===== config.mk =====
export PLATFORM = sky130hd
export DESIGN_NAME = mlps_ctrl
export DESIGN_NICKNAME = d
export VERILOG_FILES = /design/src/rtl/core/mlps_pkg.sv /design/src/rtl/core/mlps_ctrl.sv
export SDC_FILE = /design/constraint.sdc
export NUM_CORES = 1
export LEC_CHECK = 0
export BUFFER_PORTS_ARGS = -buffer_cell sky130_fd_sc_hd__buf_4
export CORE_AREA = 2 2 39 41
export CTS_BUF_LIST = sky130_fd_sc_hd__clkbuf_4
export DETAILED_ROUTE_END_ITERATION = 12
export DIE_AREA = 0 0 41 43
export PLACE_DENSITY = 0.37
export RECOVER_POWER = 100
export SLEW_MARGIN = 20
export SYNTH_ARGS = -nofsm -noshare
export SYNTH_HDL_FRONTEND = slang
export SYNTH_SLANG_ARGS = --single-unit

===== constraint.sdc =====
create_clock -name clk -period 1 [get_ports clk]
set_input_delay 0.15 -clock clk [delete_from_list [all_inputs] [get_ports clk]]
set_output_delay 0.15 -clock clk [all_outputs]
set_load 0.05 [all_outputs]

===== src/rtl/core/mlps_pkg.sv =====
// Package: shared sizes, command and status words, controller states.
`timescale 1ns / 1ps
`default_nettype none
package mlps_pkg;

  localparam int MAX_ELEMS = 1024;
  localparam int ELEM_BITS = 32;
  localparam int SUM_W     = 42;
  localparam int PARTS_W   = 11;
  localparam int CNT_W     = $clog2(MAX_ELEMS + 1);
  localparam int ADDR_W    = $clog2(MAX_ELEMS);

  // Controller states
  typedef enum logic [2:0] {
    S_IDLE,
    S_INIT,
    S_CHECK,
    S_SETUP,
    S_PROBE,
    S_EVAL,
    S_DONE
  } state_t;

  // Commands from controller to datapath
  typedef struct packed {
    logic load;
    logic init;
    logic probe_start;
    logic probe_run;
    logic eval;
    logic finish;
  } mlps_cmd_t;

  // Status from datapath to controller
  typedef struct packed {
    logic search_done;
    logic walk_done;
  } mlps_stat_t;

endpackage
`default_nettype wire


===== src/rtl/core/mlps_ctrl.sv =====
// Controller: sequences load, binary search probes and the result strobe.
`timescale 1ns / 1ps
`default_nettype none
module mlps_ctrl
  import mlps_pkg::*;
(
  input  wire logic       clk,
  input  wire logic       rst,
  input  wire logic       start,
  input  wire logic       is_last,
  input  wire mlps_stat_t stat,
  output mlps_cmd_t       cmd,
  output logic            busy,
  output logic            done
);

  state_t state;
  state_t state_next;

  // Advance state
  always_ff @(posedge clk) begin
    if (rst) begin
      state <= S_IDLE;
    end else begin
      state <= state_next;
    end
  end

  // Next state
  always_comb begin
    state_next = state;
    case (state)
      S_IDLE: begin
        if (start && is_last) state_next = S_INIT;
      end
      S_INIT:  state_next = S_CHECK;
      S_CHECK: state_next = stat.search_done ? S_DONE : S_SETUP;
      S_SETUP: state_next = S_PROBE;
      S_PROBE: begin
        if (stat.walk_done) state_next = S_EVAL;
      end
      S_EVAL:  state_next = S_CHECK;
      S_DONE:  state_next = S_IDLE;
      default: state_next = S_IDLE;
    endcase
  end

  // Outputs
  always_comb begin
    cmd  = '0;
    busy = 1'b1;
    done = 1'b0;
    case (state)
      S_IDLE: begin
        busy     = 1'b0;
        cmd.load = start;
      end
      S_INIT:  cmd.init = 1'b1;
      S_CHECK: ;
      S_SETUP: cmd.probe_start = 1'b1;
      S_PROBE: cmd.probe_run = 1'b1;
      S_EVAL:  cmd.eval = 1'b1;
      S_DONE: begin
        cmd.finish = 1'b1;
        done       = 1'b1;
      end
      default: ;
    endcase
  end

endmodule
`default_nettype wire


Yosys cells after proc, flatten, opt, wreduce, memory -nomap -nowiden
Cells that the tools add are included.
- register bits: 3
- input bits: 6
- equality and inequality tests: 8
- mux-type cells: 11
- reduce and logical (&&, ||, !) cells: 4
- operator list (kind ; number):
    one-hot mux 3 bit (5 select lines) ; 1
    == test 3 bit, second input constant ; 3
    2-to-1 mux 3 bit ; 3
    2-to-1 mux 1 bit ; 7
    == test 3 x 2 -> 1 bit, second input constant ; 2
    != test 2 bit, second input constant ; 2
    == test 3 x 1 -> 1 bit, second input constant ; 1
    zero test 3 bit ; 1
    AND reduction 2 bit ; 1
    OR reduction 2 bit ; 1
    logical AND 1 bit ; 1

Logic depth before layout (Yosys ltp)
Gate-level depths: netlist of run 1.
- word-level depth: 3
- gate-level depth with buffers: 3

Worst setup path after synthesis of run 1
Ideal clock, no wire load.
- path type: reg-to-output
- start: reg state[2]
- end: out cmd[0] in the netlist's numbering
- data arrival time: 1.486 ns
- path slack: -0.636 ns
- cell stages (with the launch flop): 4
- path buffers: 1
- cells stage by stage: dfxtp_1 nand2_1 nor2_1 buf_4
- word-level cells in the longest chain between the ends: 2
- RTL lines (item ; line ; RTL):
    from (decl) ; mlps_ctrl.sv:17 ; state_t state;
    from (signal assigned) ; mlps_ctrl.sv:25 ; state <= state_next;
    == test 3 bit ; n/a ;
    2-to-1 mux 1 bit ; n/a ;
    to (decl) ; mlps_ctrl.sv:12 ; output mlps_cmd_t cmd,
No other way between the ends.

==> metrics.yaml, run 1 <==
outcome: "finished with violations"
violations: "negative setup slack"
cts_hold_buf: 0
yosysMostFrequentCell: "nor2_1"
syn_area_um2: 204
hold_class: "in2reg"
worstMarginPinSlew_ns: 0.287
dr.pass1.iters: 3
synth_cells: 25
grt_pass1_wl_mm: 1.02
seq_area_frac_synth_pct: 29.4
synth_top_cell_by_area: "dfxtp_1"
dieHeight_um: 43
die_area_um2: 1760
dpl_cell_area_um2: 394
finalCoreUtilization_pct: 37.6
rsz0062_at_grt: "yes"
ys_top_cells_by_area: "dfxtp_1 (29%), nor2_1 (7.4%), nor3b_2 (6.1%)"
post-route-min-period_ns: 1.34
clock-sinks: 3
final_area_um2: 520
crit_type: "reg2out"
route.detailed.drc: 0
largestRegisters: "state (3)"
largest_reg_flops: 3
synth_edf_count: 0
drt-wirelength-per-cell_um: 8.85
skew_ns: 0.00497
antenna_cells: 0
ys_ff_latch: 3
cp.arrival_ns: 1.19
yosysTopAreaCellShare_pct: 29.4
yosys-top-cells-count: "nor2_1 (4), dfxtp_1 (3), a21oi_1 (2), inv_1 (2)"
avgViaCountPerCell: 3.96
htreeDepth: 1
required_ns: 0.85
drv_slew: 0
synth-main-ff-cell: "dfxtp_1"
hold_viol: 0
syn_nets: 31
grt_overflow: 0
place_hpwl_um: 438
syn_area_per_cell_um2: 8.16
grt_max_degree: 7
die_width_um: 41
maxCapViolCount: 0
ys_async_sr_fraction_pct: 0
fin_crit_sh_pct: 134
cts_tree: "yes"
core_um2: 1380
clk_latency_ns: 0.23
finalPower_uw: 745
p_leak_uw: 0.000239
critPathCaptureType: "output port"
grt_pass1_vias: 261
p_per_area_nw_per_um2: 1430
setup_violations: 11
numCtsBuffers: 3
grt_use_total_pct: 9.11
max-clock-path-buffers: 2
yosys_warnings: 0
drive_gt1_share_pct: 84.6
setup_slack_ns: -0.335
vias: 269
first_iter_violations: 1
gp_congestion: 0.682
synth.distinct_cells: 18
max_freq_mhz: 749
cts_root_buf: "clkbuf_4"
max_slew_margin_pct: 80.8
io_pins: 14
antenna_found_initial: 0
fillCellCount: 153
path_clk_slew_ns: 0.04
worstSetupStartpointType: "register"
fin_nets: 59
initial_utilization_pct: 14.7
crit_fanout: 3
rows: 14
port_buffers: 13
ir_drop_v: 0.000683
wl_um: 602
areaGrowthSynthToFinish_pct: 155
largest-register: "state"
ant_nets: 0
-- cell type report --
| cell class | instances | area, µm² | share of cell area, % |
|---|---|---|---|
| clock buffer | 4 | 30.0 | 5.77 |
| inverter | 2 | 7.51 | 1.44 |
| multi-input combinational | 19 | 170 | 32.7 |
| sequential | 3 | 63.8 | 12.3 |
| tap | 16 | 20.0 | 3.85 |
| timing repair buffer | 24 | 229 | 44.0 |
-- repair_timing --
action | 4_1_cts | 5_1_grt
pin swaps | 4 | 1
resized for setup | 14 | 3
setup buffers | 3 | 2
hold endpoints to repair | 0 | 0
gates cloned | 0 | 0
setup endpoints to repair | 11 | 11
-- placed cells by master (no fill, tap or decap) --
| master | count |
|---|---|
| buf_4 | 14 |
| or3_4 | 1 |
| or2_1 | 1 |
| buf_6 | 7 |
| nor2b_1 | 1 |
| inv_2 | 1 |
| nand2b_2 | 2 |
| nor2_4 | 3 |
| a211oi_1 | 1 |
| clkbuf_4 | 4 |
| dfxtp_2 | 3 |
| nand2_1 | 1 |
| and2_4 | 1 |
| nor2_2 | 1 |
| nor3b_4 | 1 |
| nor4_2 | 1 |
| and2b_1 | 1 |
| buf_8 | 3 |
| inv_1 | 1 |
| nor2_1 | 1 |
| a21oi_2 | 2 |
| o22a_1 | 1 |
-- metrics by stage --
step	TNS [ns]	std cells	hold WS [ns]	worst slack (ns)
final	-2.45	68	0.0951	-0.335
after global routing	-3.06	68	0.0821	-0.386
after CTS	-2.29	66	0.0839	-0.342
after detailed placement	-0.373	59	0.328	-0.146
after global placement	-0.411	59	0.329	-0.139
after floorplan	-0.792	25	0.212	-0.296
-- power by group --
part / internal (µW) / switching, µW
clock network: 176 / 59.7
logic: 171 / 192
registers: 135 / 10.1
total: 483 / 262
-- metal layers --
metal	global-route usage [%]	share of wire, %	vias up
met3	4.71	6.1	0
met1	9.55	39	124
met5	0	0	-
met4	6.00	0	0
met2	13.4	55	7
li1	-	-	138
-- logic make-up after synthesis --
kind of cell | count (synthesis) | synth area share, %
AOI/OAI and AO/OA | 4 | 12.9
buffers and inverters | 3 | 7.36
DFF | 3 | 29.4
and+or+nand+nor | 15 | 50.3
-- critical path, cell delays in order (launching register included) --
cell	delay, ns
dfxtp_2	0.31
or3_4	0.40
nor2_4	0.10
buf_8	0.15
-- worst paths after layout --
check | from | endpoint | slack (ns) | cells after the start
worst max-delay path | state[1]$_SDFFE_PP0P_ | cmd[5] | -0.34 | 3
worst min register to register | state[0]$_SDFFE_PP0P_ | state[1]$_SDFFE_PP0P_ | 0.65 | 3
worst min-delay path | rst | state[1]$_SDFFE_PP0P_ | 0.1 | 2
worst max register to register | state[1]$_SDFFE_PP0P_ | state[2]$_SDFFE_PP0P_ | -0.27 | 7
No activity file was read; power rests on OpenSTA's default activity.
==> run 2, diff against run 1 <==
--- a/config.mk
+++ b/config.mk
@@ -5,12 +5,13 @@
 export SDC_FILE = /design/constraint.sdc
 export NUM_CORES = 1
 export LEC_CHECK = 0
+export ABC_AREA = 1
 export BUFFER_PORTS_ARGS = -buffer_cell sky130_fd_sc_hd__buf_4
 export CORE_AREA = 2 2 39 41
 export CTS_BUF_LIST = sky130_fd_sc_hd__clkbuf_4
 export DETAILED_ROUTE_END_ITERATION = 12
 export DIE_AREA = 0 0 41 43
-export PLACE_DENSITY = 0.37
+export PLACE_DENSITY = 0.36
 export RECOVER_POWER = 100
 export SLEW_MARGIN = 20
 export SYNTH_ARGS = -nofsm -noshare
==> metrics.yaml, run 2 <==
fillCellCount: 151  # was 153
grt_use_total_pct: 10.1  # was 9.11%
grt_pass1_vias: 280  # was 261
die_width_um: 41  # unchanged
required_ns: 0.85  # about the same
post-route-min-period_ns: 1.24  # was 1.34 ns
avgViaCountPerCell: 4.01  # was 3.96
yosysTopAreaCellShare_pct: 30.6  # was 29.4%
violations: "negative setup slack"  # unchanged
power_switching_uw: 564  # was 262 µW
gp_congestion: 0.664  # was 0.682
p_sw_share_pct: 46.5  # was 35.2%
synth_edf_count: 0  # unchanged
cts_root_buf: "clkbuf_4"  # unchanged
vias: 285  # was 269
combPwrFrac_pct: 62.1  # was 48.8%
areaGrowthSynthToFinish_pct: 154  # was 155%
max_freq_mhz: 804  # was 749 MHz
cts_hold_buf: 0  # unchanged
initial_utilization_pct: 14.2  # was 14.7%
max_slew_margin_pct: 88.1  # was 80.8%
synth_top_cell_by_area: "dfxtp_1"  # unchanged
yosysMostFrequentCell: "nand2_1"  # was nor2_1
worstSetupStartpointType: "register"  # unchanged
antenna_found_initial: 0  # unchanged
fin_nets: 62  # was 59
ys_async_sr_fraction_pct: 0  # unchanged
clkPwrFrac_pct: 20.1  # was 31.7%
largest-register: "state"  # unchanged
io_pins: 14  # unchanged
numCtsBuffers: 3  # unchanged
core_um2: 1380  # unchanged
synth.distinct_cells: 12  # was 18
largestRegisters: "state (3)"  # unchanged
maxCapViolCount: 0  # unchanged
path_clk_slew_ns: 0.04  # about the same
dieHeight_um: 43  # unchanged
p_seq_share_pct: 17.9  # was 19.5%
cp.arrival_ns: 1.09  # was 1.19 ns
dpl_cell_area_um2: 377  # was 394 µm²
p_per_area_nw_per_um2: 2430  # was 1430 nW/µm²
crit_fanout: 4  # was 3
htreeDepth: 1  # unchanged
crit_type: "reg2out"  # unchanged
yosys_warnings: 0  # unchanged
final_common_cell: "buf_4"  # unchanged
wl_um: 637  # was 602 µm
synth_cells: 33  # was 25
finalCoreUtilization_pct: 36.1  # was 37.6%
port_buffers: 13  # unchanged
final_area_um2: 499  # was 520 µm²
rsz0062_at_grt: "yes"  # unchanged
dr.pass1.iters: 3  # unchanged
hold_viol: 0  # unchanged
fin_crit_sh_pct: 124  # was 134%
syn_area_um2: 196  # was 204 µm²
largest_reg_flops: 3  # unchanged
syn_area_per_cell_um2: 5.95  # was 8.16 µm²
route.detailed.drc: 0  # unchanged
grt_overflow: 0  # unchanged
ant_nets: 0  # unchanged
grt_max_degree: 6  # was 7
worstMarginPinSlew_ns: 0.177  # was 0.287 ns
syn_nets: 39  # was 31
drv_slew: 0  # unchanged
critPathCaptureType: "output port"  # unchanged
setup_violations: 8  # was 11
cts_tree: "yes"  # unchanged
setup_slack_ns: -0.243  # was -0.335 ns
intPower_uw: 649  # was 483 µW
rows: 14  # unchanged
skew_ns: 0.000352  # was 0.00497 ns
ir_drop_v: 0.00104  # was 0.000683 V
die_area_um2: 1760  # unchanged
setup_tns_ns: -1.51  # was -2.45 ns
outcome: "finished with violations"  # unchanged
clk_latency_ns: 0.23  # about the same
seq_area_frac_synth_pct: 30.6  # was 29.4%
ys_top_cells_by_area: "dfxtp_1 (31%), nand2_1 (13%), nor2_1 (9.6%)"  # was dfxtp_1 (29%), nor2_1 (7.4%), nor3b_2 (6.1%)
place_hpwl_um: 471  # was 438 µm
final_cell_mix: "buf_4 (10), buf_6 (6), nand2_1 (5)"  # was buf_4 (14), buf_6 (7), clkbuf_4 (4)
synth-main-ff-cell: "dfxtp_1"  # unchanged
first_iter_violations: 3  # was 1
grt_pass1_wl_mm: 1.15  # was 1.02 mm
drive_gt1_share_pct: 72.7  # was 84.6%
p_leak_uw: 0.000224  # was 0.000239 µW
clock-sinks: 3  # unchanged
antenna_cells: 0  # unchanged
drt-wirelength-per-cell_um: 8.97  # was 8.85 µm
ys_ff_latch: 3  # unchanged
max-clock-path-buffers: 2  # unchanged
yosys-top-cells-count: "nand2_1 (7), nor2_1 (5), inv_1 (4)"  # was nor2_1 (4), dfxtp_1 (3), a21oi_1 (2), inv_1 (2)
hold_class: "in2reg"  # unchanged
## run 2: cell types whose count changed after synthesis, sizes merged, moves of 2 or more
cell    previous run  this run
inv                2         7
nor2               5         7
nand3              0         3
nand2              1         7
nand2b             2         0
nor3               0         2
## run 2: path summary, 6_finish.rpt
kind	from	end	slack (ns)	depth (start not counted)
worst max-delay path	state[0]$_SDFFE_PP0P_	done	-0.24	3
worst min-delay path	rst	state[2]$_SDFFE_PP0P_	0.09	2
worst max register to register	state[1]$_SDFFE_PP0P_	state[2]$_SDFFE_PP0P_	0.07	4
worst min register to register	state[0]$_SDFFE_PP0P_	state[1]$_SDFFE_PP0P_	0.58	3
## run 2: cells by family after synthesis
kind of cell           Yosys count  share of synthesized area, %
AO/OA/AOI/OAI                    3                          7.64
flip-flops                       3                          30.6
buffers and inverters            8                          17.2
AND/OR/NAND/NOR                 19                          44.6
## run 2: power by group through the flow
stage	Combinational (µW)	Sequential, µW	Clock [µW]
floorplan	426	201	0
detailed placement	604	198	0
finish	753	217	243
global route	811	222	265
CTS	730	214	252
global placement	604	199	0
## run 2: through the flow
step	setup WS, ns	total power, µW	hold WS (ns)	std cells
3_5_place_dp	-0.0497	802	0.327	64
6_report	-0.243	1210	0.0877	71
3_3_place_gp	-0.0428	803	0.329	64
5_1_grt	-0.283	1300	0.0876	71
2_1_floorplan	-0.315	626	0.209	33
4_1_cts	-0.252	1200	0.0849	71
## run 2: worst max-delay path, cell delays in order, from the launching register on
cell	delay [ns]
dfxtp_4	0.36
buf_6	0.12
nor3_4	0.19
buf_6	0.19
## run 2: final cells by class
| type | count | area (µm²) | area share [%] |
|---|---|---|---|
| Timing Repair Buffer | 19 | 188 | 37.6 |
| Multi-Input combinational cell | 22 | 153 | 30.6 |
| Sequential cell | 3 | 71.3 | 14.3 |
| Inverter | 7 | 37.5 | 7.52 |
| Clock buffer | 4 | 30.0 | 6.02 |
| Tap cell | 16 | 20.0 | 4.01 |
## run 2: timing repair
action | CTS | global route
setup endpoints to repair | 8 | 10
buffers inserted | 3 | 0
cloned | 0 | 0
resized for setup | 17 | 5
pin swaps | 4 | 0
## run 2: routing by layer
layer  vias to the layer above  GRT usage, %  part of all wire (%)  wire [µm]
met3                         2          4.71                   6.8         43
met5                         -             0                     0          0
met4                         0          8.00                   1.3          8
met2                        12          15.3                    61        386
met1                       127          9.94                    31        198
li1                        144             -                     -          -
